[src/design/zoll_pkg.sv]
// Shared constants, codes and control types for the z-order layer list.
package zoll_pkg;

    localparam int ID_COUNT = 64;
    localparam int ID_W = 6;
    localparam int DECL_W = 8;
    localparam int DELTA_W = 8;
    localparam int OUT_LAYER_W = 6;
    localparam int OUT_STATUS_W = 2;
    localparam int OUT_COUNT_W = 7;
    localparam int DEFAULT_MAX_SPRITES = 64;

    typedef enum logic
    {
        CMD_INSERT = 1'b0,
        CMD_MOVE   = 1'b1
    } cmd_t;

    typedef enum logic [OUT_STATUS_W-1:0]
    {
        ST_OK      = 2'd0,
        ST_UNKNOWN = 2'd1,
        ST_ALREADY = 2'd2,
        ST_FULL    = 2'd3
    } status_t;

    typedef enum logic [1:0]
    {
        S_IDLE   = 2'd0,
        S_LOOK   = 2'd1,
        S_CALC   = 2'd2,
        S_COMMIT = 2'd3
    } state_t;

    typedef struct packed
    {
        logic capture;
        logic lookup;
        logic calc;
        logic commit;
    } ctrl_cmd_t;

    typedef struct packed
    {
        logic out_free;
    } dp_status_t;

endpackage

[src/design/zoll_if.sv]
// Request and result channel interfaces of the z-order layer list.
interface zoll_req_if;
    logic                               valid;
    logic                               ready;
    logic                               command;
    logic [zoll_pkg::ID_W-1:0]          sprite_id;
    logic [zoll_pkg::DECL_W-1:0]        declared_layer;
    logic signed [zoll_pkg::DELTA_W-1:0] delta;

    modport source
    (
        output valid,
        output command,
        output sprite_id,
        output declared_layer,
        output delta,
        input  ready
    );

    modport sink
    (
        input  valid,
        input  command,
        input  sprite_id,
        input  declared_layer,
        input  delta,
        output ready
    );
endinterface

interface zoll_rsp_if;
    logic                              valid;
    logic                              ready;
    logic [zoll_pkg::OUT_LAYER_W-1:0]  layer;
    logic [zoll_pkg::OUT_STATUS_W-1:0] status;
    logic [zoll_pkg::OUT_COUNT_W-1:0]  sprite_count;

    modport source
    (
        output valid,
        output layer,
        output status,
        output sprite_count,
        input  ready
    );

    modport sink
    (
        input  valid,
        input  layer,
        input  status,
        input  sprite_count,
        output ready
    );
endinterface

[src/design/zoll_ctrl.sv]
// Controller state machine that sequences one request through lookup, clamp and commit.
module zoll_ctrl
(
    input  logic                   clk,
    input  logic                   rst_n,
    input  logic                   req_valid,
    output logic                   req_ready,
    input  zoll_pkg::dp_status_t   status,
    output zoll_pkg::ctrl_cmd_t    ctrl
);

    zoll_pkg::state_t state_reg;
    zoll_pkg::state_t state_next;

    always_ff @(posedge clk or negedge rst_n)
    begin
        if (!rst_n)
        begin
            state_reg <= zoll_pkg::S_IDLE;
        end
        else
        begin
            state_reg <= state_next;
        end
    end

    always_comb
    begin
        state_next = state_reg;
        case (state_reg)
            zoll_pkg::S_IDLE:
            begin
                if (req_valid)
                begin
                    state_next = zoll_pkg::S_LOOK;
                end
            end
            zoll_pkg::S_LOOK:
            begin
                state_next = zoll_pkg::S_CALC;
            end
            zoll_pkg::S_CALC:
            begin
                state_next = zoll_pkg::S_COMMIT;
            end
            zoll_pkg::S_COMMIT:
            begin
                if (status.out_free)
                begin
                    state_next = zoll_pkg::S_IDLE;
                end
            end
            default:
            begin
                state_next = zoll_pkg::S_IDLE;
            end
        endcase
    end

    always_comb
    begin
        req_ready    = 1'b0;
        ctrl.capture = 1'b0;
        ctrl.lookup  = 1'b0;
        ctrl.calc    = 1'b0;
        ctrl.commit  = 1'b0;
        case (state_reg)
            zoll_pkg::S_IDLE:
            begin
                req_ready    = 1'b1;
                ctrl.capture = req_valid;
            end
            zoll_pkg::S_LOOK:
            begin
                ctrl.lookup = 1'b1;
            end
            zoll_pkg::S_CALC:
            begin
                ctrl.calc = 1'b1;
            end
            zoll_pkg::S_COMMIT:
            begin
                ctrl.commit = status.out_free;
            end
            default:
            begin
                req_ready = 1'b0;
            end
        endcase
    end

endmodule

[src/design/zoll_datapath.sv]
// Datapath with per-sprite layer cells, managed flags, clamp arithmetic and the result register.
module zoll_datapath
#(
    parameter int MAX_SPRITES = zoll_pkg::DEFAULT_MAX_SPRITES
)
(
    input  logic                                 clk,
    input  logic                                 rst_n,
    input  zoll_pkg::ctrl_cmd_t                  ctrl,
    output zoll_pkg::dp_status_t                 status,
    input  logic                                 command,
    input  logic [zoll_pkg::ID_W-1:0]            sprite_id,
    input  logic [zoll_pkg::DECL_W-1:0]          declared_layer,
    input  logic signed [zoll_pkg::DELTA_W-1:0]  delta,
    input  logic                                 rsp_ready,
    output logic                                 rsp_valid,
    output logic [zoll_pkg::OUT_LAYER_W-1:0]     rsp_layer,
    output logic [zoll_pkg::OUT_STATUS_W-1:0]    rsp_status,
    output logic [zoll_pkg::OUT_COUNT_W-1:0]     rsp_sprite_count
);

    localparam int LAYER_W = $clog2(MAX_SPRITES);
    localparam int COUNT_W = $clog2(MAX_SPRITES + 1);
    localparam int WIDE_W = COUNT_W + zoll_pkg::DECL_W + 1;
    localparam int ID_COUNT = zoll_pkg::ID_COUNT;
    localparam int ID_W = zoll_pkg::ID_W;
    localparam int DECL_W = zoll_pkg::DECL_W;
    localparam int OUT_LAYER_W = zoll_pkg::OUT_LAYER_W;
    localparam int OUT_COUNT_W = zoll_pkg::OUT_COUNT_W;

    zoll_pkg::cmd_t              cmd_reg;
    logic [ID_W-1:0]             id_reg;
    logic [DECL_W-1:0]           decl_reg;
    logic signed [zoll_pkg::DELTA_W-1:0] delta_reg;

    logic                        hit_reg;
    logic [LAYER_W-1:0]          old_reg;

    zoll_pkg::status_t           stat_reg;
    zoll_pkg::status_t           stat_next;
    logic [LAYER_W-1:0]          tgt_reg;
    logic [LAYER_W-1:0]          tgt_next;

    logic [COUNT_W-1:0]          count_reg;
    logic [COUNT_W-1:0]          count_next;
    logic [ID_COUNT-1:0]         flags_reg;
    logic [ID_COUNT-1:0]         flags_next;
    logic [LAYER_W-1:0]          cells_reg [ID_COUNT];
    logic [LAYER_W-1:0]          cells_next [ID_COUNT];

    logic                        out_valid_reg;
    logic [OUT_LAYER_W-1:0]      out_layer_reg;
    logic [zoll_pkg::OUT_STATUS_W-1:0] out_status_reg;
    logic [OUT_COUNT_W-1:0]      out_count_reg;

    logic [DECL_W-1:0]           decl_m1;
    logic signed [WIDE_W-1:0]    count_s;
    logic signed [WIDE_W-1:0]    old_s;
    logic signed [WIDE_W-1:0]    delta_s;
    logic signed [WIDE_W-1:0]    decl_s;
    logic signed [WIDE_W-1:0]    sum_s;
    logic signed [WIDE_W-1:0]    lim_s;
    logic signed [WIDE_W-1:0]    ins_s;
    logic signed [WIDE_W-1:0]    mov_s;
    logic                        full;
    logic                        ins_do;
    logic                        mov_do;

    always_ff @(posedge clk)
    begin
        if (ctrl.capture)
        begin
            cmd_reg   <= zoll_pkg::cmd_t'(command);
            id_reg    <= sprite_id;
            decl_reg  <= declared_layer;
            delta_reg <= delta;
        end
        if (ctrl.lookup)
        begin
            hit_reg <= flags_reg[id_reg];
            old_reg <= cells_reg[id_reg];
        end
        if (ctrl.calc)
        begin
            stat_reg <= stat_next;
            tgt_reg  <= tgt_next;
        end
        if (ctrl.commit)
        begin
            out_layer_reg  <= OUT_LAYER_W'(tgt_reg);
            out_status_reg <= stat_reg;
            out_count_reg  <= OUT_COUNT_W'(count_next);
        end
        cells_reg <= cells_next;
    end

    // Clamp of the insert position and of the move target.
    always_comb
    begin
        decl_m1 = (decl_reg == '0) ? '0 : decl_reg - 1'b1;
        count_s = $signed(WIDE_W'(count_reg));
        old_s   = $signed(WIDE_W'(old_reg));
        delta_s = WIDE_W'(delta_reg);
        decl_s  = $signed(WIDE_W'(decl_m1));
        sum_s   = old_s + delta_s;
        lim_s   = count_s - WIDE_W'(1);
        ins_s   = (decl_s > count_s) ? count_s : decl_s;
        if (sum_s < 0)
        begin
            mov_s = '0;
        end
        else if (sum_s > lim_s)
        begin
            mov_s = lim_s;
        end
        else
        begin
            mov_s = sum_s;
        end
        full = (count_reg >= COUNT_W'(MAX_SPRITES));

        if (cmd_reg == zoll_pkg::CMD_INSERT)
        begin
            if (hit_reg)
            begin
                stat_next = zoll_pkg::ST_ALREADY;
                tgt_next  = old_reg;
            end
            else if (full)
            begin
                stat_next = zoll_pkg::ST_FULL;
                tgt_next  = '0;
            end
            else
            begin
                stat_next = zoll_pkg::ST_OK;
                tgt_next  = LAYER_W'(ins_s);
            end
        end
        else
        begin
            if (!hit_reg || count_reg == '0)
            begin
                stat_next = zoll_pkg::ST_UNKNOWN;
                tgt_next  = '0;
            end
            else
            begin
                stat_next = zoll_pkg::ST_OK;
                tgt_next  = LAYER_W'(mov_s);
            end
        end
    end

    // All layer cells renumber in parallel against the new and, on a move, the old position.
    always_comb
    begin
        ins_do = ctrl.commit && cmd_reg == zoll_pkg::CMD_INSERT && stat_reg == zoll_pkg::ST_OK;
        mov_do = ctrl.commit && cmd_reg == zoll_pkg::CMD_MOVE && stat_reg == zoll_pkg::ST_OK;
        count_next = ins_do ? count_reg + 1'b1 : count_reg;
        flags_next = flags_reg;
        if (ins_do)
        begin
            flags_next[id_reg] = 1'b1;
        end
        for (int j = 0; j < ID_COUNT; j++)
        begin
            cells_next[j] = cells_reg[j];
            if (ins_do || mov_do)
            begin
                if (ID_W'(j) == id_reg)
                begin
                    cells_next[j] = tgt_reg;
                end
                else if (ins_do)
                begin
                    if (cells_reg[j] >= tgt_reg)
                    begin
                        cells_next[j] = cells_reg[j] + 1'b1;
                    end
                end
                else if (tgt_reg < old_reg)
                begin
                    if (cells_reg[j] >= tgt_reg && cells_reg[j] < old_reg)
                    begin
                        cells_next[j] = cells_reg[j] + 1'b1;
                    end
                end
                else if (tgt_reg > old_reg)
                begin
                    if (cells_reg[j] > old_reg && cells_reg[j] <= tgt_reg)
                    begin
                        cells_next[j] = cells_reg[j] - 1'b1;
                    end
                end
            end
        end
    end

    always_ff @(posedge clk or negedge rst_n)
    begin
        if (!rst_n)
        begin
            count_reg     <= '0;
            flags_reg     <= '0;
            out_valid_reg <= 1'b0;
        end
        else
        begin
            count_reg <= count_next;
            flags_reg <= flags_next;
            if (ctrl.commit)
            begin
                out_valid_reg <= 1'b1;
            end
            else if (rsp_ready)
            begin
                out_valid_reg <= 1'b0;
            end
        end
    end

    assign status.out_free  = !out_valid_reg || rsp_ready;
    assign rsp_valid        = out_valid_reg;
    assign rsp_layer        = out_layer_reg;
    assign rsp_status       = out_status_reg;
    assign rsp_sprite_count = out_count_reg;

endmodule

[src/design/z_order_layer_list.sv]
// Top level of the z-order layer list: controller, datapath and channel hookup.
//
// The block keeps the back-to-front layer of every managed sprite id and answers each
// request (insert at a declared layer, or move by a signed delta) with exactly one
// result holding the sprite's resulting layer, a status code and the sprite count.
// After the request is accepted, the result is produced in three steps: the first
// reads the sprite's managed flag and layer cell, the second does the clamp
// arithmetic, and the third commits, in which all 64 per-sprite layer cells renumber
// themselves in parallel. Ready is low during those steps. Requests are taken one at a
// time; a new request is accepted while the previous result is still waiting, and the
// commit step waits as long as an earlier result has not been taken. There is no
// clearing pass after reset.
module z_order_layer_list
#(
    parameter int MAX_SPRITES = zoll_pkg::DEFAULT_MAX_SPRITES
)
(
    input logic          clk,
    input logic          rst_n,
    zoll_req_if.sink     req,
    zoll_rsp_if.source   rsp
);

    zoll_pkg::ctrl_cmd_t  ctrl;
    zoll_pkg::dp_status_t status;

    zoll_ctrl u_ctrl
    (
        .clk       (clk),
        .rst_n     (rst_n),
        .req_valid (req.valid),
        .req_ready (req.ready),
        .status    (status),
        .ctrl      (ctrl)
    );

    zoll_datapath
    #(
        .MAX_SPRITES (MAX_SPRITES)
    )
    u_datapath
    (
        .clk              (clk),
        .rst_n            (rst_n),
        .ctrl             (ctrl),
        .status           (status),
        .command          (req.command),
        .sprite_id        (req.sprite_id),
        .declared_layer   (req.declared_layer),
        .delta            (req.delta),
        .rsp_ready        (rsp.ready),
        .rsp_valid        (rsp.valid),
        .rsp_layer        (rsp.layer),
        .rsp_status       (rsp.status),
        .rsp_sprite_count (rsp.sprite_count)
    );

endmodule

[src/flat_wrapper.sv]
// flat-port wrapper written by rule: the top's interface ports become plain ports
module z_order_layer_list_flat 
#(
    parameter int MAX_SPRITES = zoll_pkg::DEFAULT_MAX_SPRITES
)
  (clk, rst_n, req_valid, req_command, req_sprite_id, req_declared_layer, req_delta, req_ready, rsp_valid, rsp_layer, rsp_status, rsp_sprite_count, rsp_ready);
  zoll_req_if req_i ();
  zoll_rsp_if rsp_i ();
  input logic clk;
  input logic rst_n;
  input wire logic [$bits(req_i.valid)-1:0] req_valid;
  input wire logic [$bits(req_i.command)-1:0] req_command;
  input wire logic [$bits(req_i.sprite_id)-1:0] req_sprite_id;
  input wire logic [$bits(req_i.declared_layer)-1:0] req_declared_layer;
  input wire logic [$bits(req_i.delta)-1:0] req_delta;
  output wire logic [$bits(req_i.ready)-1:0] req_ready;
  output wire logic [$bits(rsp_i.valid)-1:0] rsp_valid;
  output wire logic [$bits(rsp_i.layer)-1:0] rsp_layer;
  output wire logic [$bits(rsp_i.status)-1:0] rsp_status;
  output wire logic [$bits(rsp_i.sprite_count)-1:0] rsp_sprite_count;
  input wire logic [$bits(rsp_i.ready)-1:0] rsp_ready;
  assign req_i.valid = req_valid;
  assign req_i.command = req_command;
  assign req_i.sprite_id = req_sprite_id;
  assign req_i.declared_layer = req_declared_layer;
  assign req_i.delta = req_delta;
  assign req_ready = req_i.ready;
  assign rsp_valid = rsp_i.valid;
  assign rsp_layer = rsp_i.layer;
  assign rsp_status = rsp_i.status;
  assign rsp_sprite_count = rsp_i.sprite_count;
  assign rsp_i.ready = rsp_ready;
  z_order_layer_list #(.MAX_SPRITES(MAX_SPRITES)) u_core (.clk(clk), .rst_n(rst_n), .req(req_i), .rsp(rsp_i));
endmodule
[config.mk]
export PLATFORM = sky130hd
export DESIGN_NAME = z_order_layer_list_flat
export DESIGN_NICKNAME = d
export VERILOG_FILES = /design/src/design/zoll_pkg.sv /design/src/design/zoll_if.sv /design/src/design/zoll_ctrl.sv /design/src/design/zoll_datapath.sv /design/src/design/z_order_layer_list.sv /design/src/flat_wrapper.sv
export SDC_FILE = /design/constraint.sdc
export NUM_CORES = 2
export LEC_CHECK = 0
export ABC_AREA = 1
export ABC_CLOCK_PERIOD_IN_PS = 9910
export BUFFER_PORTS_ARGS = -buffer_cell sky130_fd_sc_hd__buf_2
export CELL_PAD_IN_SITES_DETAIL_PLACEMENT = 1
export CELL_PAD_IN_SITES_GLOBAL_PLACEMENT = 1
export CORE_UTILIZATION = 50
export DETAILED_ROUTE_END_ITERATION = 8
export GPL_TIMING_DRIVEN = 0
export PLACE_DENSITY = 0.95
export SETUP_SLACK_MARGIN = 0.5
export SLEW_MARGIN = 10
export SYNTH_ARGS = -nofsm -noshare
export SYNTH_HDL_FRONTEND = slang
export SYNTH_SLANG_ARGS = --single-unit
[constraint.sdc]
create_clock -name clk -period 9.91 [get_ports clk]
set_clock_uncertainty 0.15 [all_clocks]
set_input_delay 1.982 -clock clk [delete_from_list [all_inputs] [get_ports clk]]
set_output_delay 1.982 -clock clk [all_outputs]
set_load 0.1 [all_outputs]
Yosys cells after proc, flatten, opt, wreduce, memory -nomap -nowiden
Index checks and enable logic that the tools add are counted.
{"block": "word_totals", "register_bits": 511, "latch_bits": 0, "ramBits": 0, "rom_bits": 0, "in_bits": 27, "word_cells": 1490, "memories": 0}
{"block": "classes", "n_addsub": 132, "multipliers": 0, "n_div": 0, "magnitude_cmp": 265, "eq_ne": 196, "shifts": 0, "muxes": 478, "n_bitwise": 3, "reduce_logical": 337}
{"op": "$mux 6", "n": 457}
{"op": "$reduce_bool 4->1", "n": 128}
{"op": "$gt 6x6->1", "n": 65}
{"op": "$lt 6x6->1", "n": 65}
{"op": "$add 6x1->6 const B", "n": 64}
{"op": "$ge 6x6->1", "n": 64}
{"op": "$le 6x6->1", "n": 64}
{"op": "$sub 6x1->6 const B", "n": 64}
{"op": "$reduce_and 5->1", "n": 64}
{"op": "$eq 6x6->1 const A", "n": 32}
{"op": "$ne 3x1->1 const B", "n": 64}
{"op": "$ne 4x4->1 const B", "n": 43}
{"op": "$logic_and 1x1->1", "n": 133}
{"op": "$eq 5x6->1 const A", "n": 16}
{"op": "$ne 4x2->1 const B", "n": 20}
{"op": "$or 64x64->64", "n": 1}
{"op": "$eq 4x6->1 const A", "n": 8}
{"op": "$bmux 6 s6", "n": 1}
{"op": "$eq 3x6->1 const A", "n": 4}
{"op": "$ge 7x7->1 const B", "n": 2}
{"op": "$eq 2x6->1 const A", "n": 2}
{"op": "$mux 1", "n": 10}
{"op": "$mux 2", "n": 5}
{"op": "$add 7x8->9", "n": 1}
{"op": "other kinds (28)", "n": 34}

Longest topological paths before layout
{"block": "logic_depth", "ltp_word": 7, "mapped_depth": 22, "depth_no_buf": 22}

Hierarchy
From an unflattened synthesis, not the netlist that was laid out.
{"block": "hier_totals", "cells_unflattened": 7302, "hier_area_um2": 56310.3}
{"module": "zoll_datapath", "instances": 1, "cells_each": 7276, "area_each_um2": 56125.1, "seq_area_each_um2": 14924.3}
{"module": "zoll_ctrl", "instances": 1, "cells_each": 26, "area_each_um2": 185.2, "seq_area_each_um2": 50.0}

Worst setup path before layout
Ideal clock, no wire load.
{"block": "synth_timing", "path_kind": "reg-to-reg", "start": "reg u_core.u_datapath.tgt_reg[5]", "end": "reg u_core.u_datapath.cells_reg[216] (netlist name) (enable)", "setup_ns": 0.378, "t_arrival_ns": 3.944, "t_required_ns": 9.382, "slack_ns": 5.438, "stages_incl_launch_ff": 12, "path_buffers": 2, "period_less_slack_ns": 4.472, "path_cell_list": "edfxtp_1 > clkbuf_1 > inv_1 > clkbuf_1 > ha_1 > nand2_1 > nor2_1 > o21ai_0 > nand3_1 > nand2_1 > a31oi_1 > nor3b_1"}
{"block": "synth_via", "elab_chain_len": 4, "word_cells_on_any_way": 11}
{"element": "start: declaration", "line": "zoll_datapath.sv:41", "source": "logic [LAYER_W-1:0] tgt_reg;"}
{"element": "start signal: assignment", "line": "zoll_datapath.sv:86", "source": "tgt_reg <= tgt_next;"}
{"element": "$ge 6x6->1 / $le 6x6->1 (equally long branches)", "line": "zoll_datapath.sv:177, zoll_datapath.sv:184, zoll_datapath.sv:191"}
{"element": "$logic_and 1x1->1, on equally long branches", "line": "zoll_datapath.sv:184, zoll_datapath.sv:191"}
{"element": "$ne 4x4->1 (no source line) / $reduce_bool 4->1 (equally long branches)"}
{"element": "$reduce_and 5->1 (no source line) *"}
{"element": "end signal: assignment", "line": "zoll_datapath.sv:94", "source": "cells_reg <= cells_next;"}
{"element": "end: declaration", "line": "zoll_datapath.sv:48", "source": "logic [LAYER_W-1:0] cells_reg [ID_COUNT];"}
Mark *: on every way between the ends. The rest lies on a longest branch, timed or not.
A chain may end at the register's enable or synchronous reset.

Worst setup path in the final report
{"block": "layout_timing", "start": "reg u_core.u_datapath.tgt_reg[0]", "end": "reg u_core.u_datapath.cells_reg[146] (netlist name) (enable)"}
The elaborated chain is that of the path after synthesis.

==> impl_metrics.env <==
export IMPL_largest_reg_flops=384
export IMPL_reg2reg_to="u_core.u_datapath.cells_reg[146]"
export IMPL_relSlewSlack_pct=-4.56
export IMPL_synth_fp_nets=8363
export IMPL_setup_tns_final_ns=0
export IMPL_hpwl_mm=200
export IMPL_yosys_warnings=0
export IMPL_synthArstFlopShare_pct=14.5
export IMPL_drc_errors=0
export IMPL_wl_mm=293
export IMPL_clk_path_buf_depth=3
export IMPL_final_area_um2=62500
export IMPL_hold_path_class="reg2reg"
export IMPL_dr_total_vias=65817
export IMPL_cts_resized=0
export IMPL_grt_pass1_vias=66793
export IMPL_coreArea_um2=113000
export IMPL_ant_nets=0
export IMPL_postCtsHoldBufs=0
export IMPL_status="finished with violations"
export IMPL_cts_max_level=3
export IMPL_gp_congestion=1.08
export IMPL_die_h_um=340
export IMPL_seq_area_frac_synth_pct=26.2
export IMPL_drive_gt1_share_pct=5.63
export IMPL_min_from="u_core.u_datapath.flags_reg[61]"
export IMPL_nNetsFinal=8509
export IMPL_report_final_slew_viol_count=33
export IMPL_synth_edf_count=437
export IMPL_crit_type="reg2reg"
export IMPL_grt_max_degree=49
export IMPL_numClockSinks=511
export IMPL_arrival_ns=7.06
export IMPL_p_per_area_nw_per_um2=294
export IMPL_cts_setup_buffers=0
export IMPL_syn_instance_count=7403
export IMPL_hold_viol_final=0
export IMPL_setup_viol=0
export IMPL_rows=123
export IMPL_worstMarginPinSlew_ns=1.57
export IMPL_dpl_instance_area_um2=60000
export IMPL_antenna_found_initial=29
export IMPL_first_pass_iters=8
export IMPL_layout_cells_non_filler=9151
export IMPL_grt_pass1_wl_mm=427
export IMPL_initial_core_util_pct=50.6
export IMPL_viasPerCell=7.19
export IMPL_insertion_delay_ns=0.69
export IMPL_io_buffers=43
export IMPL_holdPathStages=2
export IMPL_reg2reg_depth=16
export IMPL_critPathLaunchType="flip-flop"
export IMPL_wl_per_cell_um=32.1
export IMPL_hold_path_endpoint="u_core.u_datapath.flags_reg[61]"
export IMPL_violations="max-capacitance violations, max-slew violations"
export IMPL_clkSlewWorstSetupHoldPaths_ns=0.06
export IMPL_place_ws_ns=3.81
export IMPL_fin_ws_ns=3.00
export IMPL_p_leak_nw=27.9
export IMPL_fmax_ghz=0.145
export IMPL_avgSynthCellArea_um2=7.72
export IMPL_path_max_fanout=11
export IMPL_synth_seq_cells=511
export IMPL_required_ns=10.06
export IMPL_ios=44
export IMPL_first_iter_violations=9625
export IMPL_placed_cells=8977
export IMPL_synth_distinct_cells=54
export IMPL_r2r_start="u_core.u_datapath.tgt_reg[0]"
export IMPL_fin_crit_sh_pct=69.8
export IMPL_grt_usage_pct=49.3
export IMPL_synthFlopType="edfxtp_1"
export IMPL_cap_viol_max_count=3
export IMPL_r2r_slack_ns=3.00
export IMPL_chipWidth_um=340
export IMPL_synth_area_um2=57100
export IMPL_cts_buffers=69
export IMPL_grt_ovfl_total=0
export IMPL_critPathCaptureType="flip-flop"
export IMPL_peakVddDrop_v=0.000220
export IMPL_rsz0062_at_grt="false"
export IMPL_fin_crit_ns=6.91
export IMPL_die_area_um2=116000
export IMPL_syn_to_final_growth_pct=9.37
export IMPL_clockRootBuffer="clkbuf_16"
export IMPL_cts_tree="built"
export IMPL_finalPower_mw=18.4
-- placed cells by master, fill, tap and decap left out, drive strengths merged, types with 4 or more instances in the layout --
| cell | instances |
|---|---|
| dfrtp | 74 |
| nor2 | 657 |
| a21oi | 352 |
| nor3b | 9 |
| nand3 | 481 |
| edfxtp | 437 |
| o211a | 34 |
| o211ai | 181 |
| xnor2 | 173 |
| a21o | 13 |
| a22oi | 47 |
| ha | 932 |
| diode | 45 |
| o22ai | 94 |
| o221ai | 148 |
| inv | 795 |
| nand2 | 1438 |
| nand3b | 4 |
| o21a | 4 |
| clkinv | 20 |
| nor3 | 124 |
| buf | 154 |
| o31ai | 21 |
| a21boi | 11 |
| bufinv | 5 |
| clkbuf | 235 |
| xor2 | 364 |
| and3 | 7 |
| o21ai | 611 |
| a31oi | 74 |
| o21bai | 19 |
| nand4 | 75 |
-- through the flow --
stage	hold slack, ns	utilization, %
floorplan	0.274	-
global placement	0.284	52.4
detailed placement	0.297	53.2
CTS	0.312	55.2
global route	0.326	55.2
finish	0.318	55.3
-- worst max-delay path by stage --
| stage | from | endpoint | slack, ns | cells past startpoint |
|---|---|---|---|---|
| 6_report | u_core.u_datapath.tgt_reg[0] | u_core.u_datapath.cells_reg[146] | 3.00 | 16 |
| 5_1_grt | u_core.u_datapath.tgt_reg[0] | u_core.u_datapath.cells_reg[91] | 3.48 | 16 |
| 4_1_cts | u_core.u_datapath.tgt_reg[0] | u_core.u_datapath.cells_reg[146] | 3.72 | 16 |
| 3_5_place_dp | u_core.u_datapath.tgt_reg[0] | u_core.u_datapath.cells_reg[145] | 3.81 | 16 |
| 3_3_place_gp | u_core.u_datapath.tgt_reg[0] | u_core.u_datapath.cells_reg[342] | 0.53 | 12 |
| 2_1_floorplan | u_core.u_datapath.tgt_reg[5] | u_core.u_datapath.cells_reg[216] | 5.44 | 11 |
-- report_power, final --
part / internal, mW / switching [mW] / total, mW
sequential: 2.97 / 0.349 / 3.32
combinational: 3.34 / 8.98 / 12.3
clock: 1.52 / 1.23 / 2.75
total: 7.83 / 10.6 / 18.4
-- final cells by class --
cell class / count / area, um2
diodes: 45 / 113
plain buffers: 216 / 1000
fillers: 14018 / 50500
repair buffers: 75 / 987
clock inverters: 30 / 342
inverters: 792 / 3010
multi-input cells: 5884 / 38200
flip-flops and latches: 511 / 15000
well taps: 1500 / 1880
clock buffers: 98 / 1960
-- synth_stat cells, types with 2 or more instances --
cell type,count,share of area (%)
nand2_1,1396,9.2
ha_1,932,20
inv_1,754,5.0
nor2_1,606,4.0
o21ai_0,599,5.2
nand3_1,480,4.2
edfxtp_1,437,23
xor2_1,364,5.6
a21oi_1,351,3.1
o211ai_1,181,2.4
xnor2_1,173,2.7
o221ai_1,148,2.3
clkbuf_1,133,0.87
nor3_1,123,1.1
o22ai_1,94,1.0
nand4_1,75,0.82
a31oi_1,74,0.81
dfrtp_1,74,3.2
buf_2,55,0.48
a22oi_1,47,0.62
nand2_2,37,0.41
nor2_4,37,0.73
inv_2,35,0.23
o211a_1,34,0.60
o31ai_1,21,0.28
o21bai_1,19,0.25
buf_4,15,0.20
a21o_1,13,0.17
o21ai_1,12,0.11
a21boi_0,11,0.14
nor2_2,11,0.12
buf_1,10,0.066
nor3b_1,9,0.12
and3_1,7,0.077
nand2_4,4,0.079
nand3b_1,4,0.053
o21a_1,4,0.053
buf_6,3,0.059
nor2_8,3,0.11
or2_2,3,0.033
clkinv_1,2,0.013
-- cell families after synthesis --
group / count (synthesis) / share of synthesized area, %
xor gates and xnor gates: 537 / 8.23
adders and majority gates: 933 / 20.4
AOI/OAI and AO/OA: 1613 / 17.1
buffers and inverters: 1008 / 6.89
DFF: 511 / 26.2
and+or+nand+nor: 2801 / 21.1
-- routing by layer --
layer / vias to the layer above / share of wire (%) / GRT usage (%)
met1: 31243 / 33 / 56.4
li1: 26266 / - / -
met2: 6050 / 40 / 70.1
met5: - / 0.059 / 0.572
met3: 2240 / 16 / 21.5
met4: 18 / 11 / 42.4
-- critical path: stages, from the launching register on --
cell	delay (ns)
edfxtp_1	0.59
buf_16	0.23
buf_16	0.19
clkbuf_1	0.54
inv_1	0.42
clkbuf_1	0.60
ha_1	0.41
nor2_1	0.12
o21ai_1	0.08
nand2_2	0.42
nand2_1	0.71
inv_1	0.28
buf_2	0.79
nor2_1	0.16
o21ai_0	0.17
nand2_1	0.10
nor2_1	0.51
(Power assumes the default switching activity.)
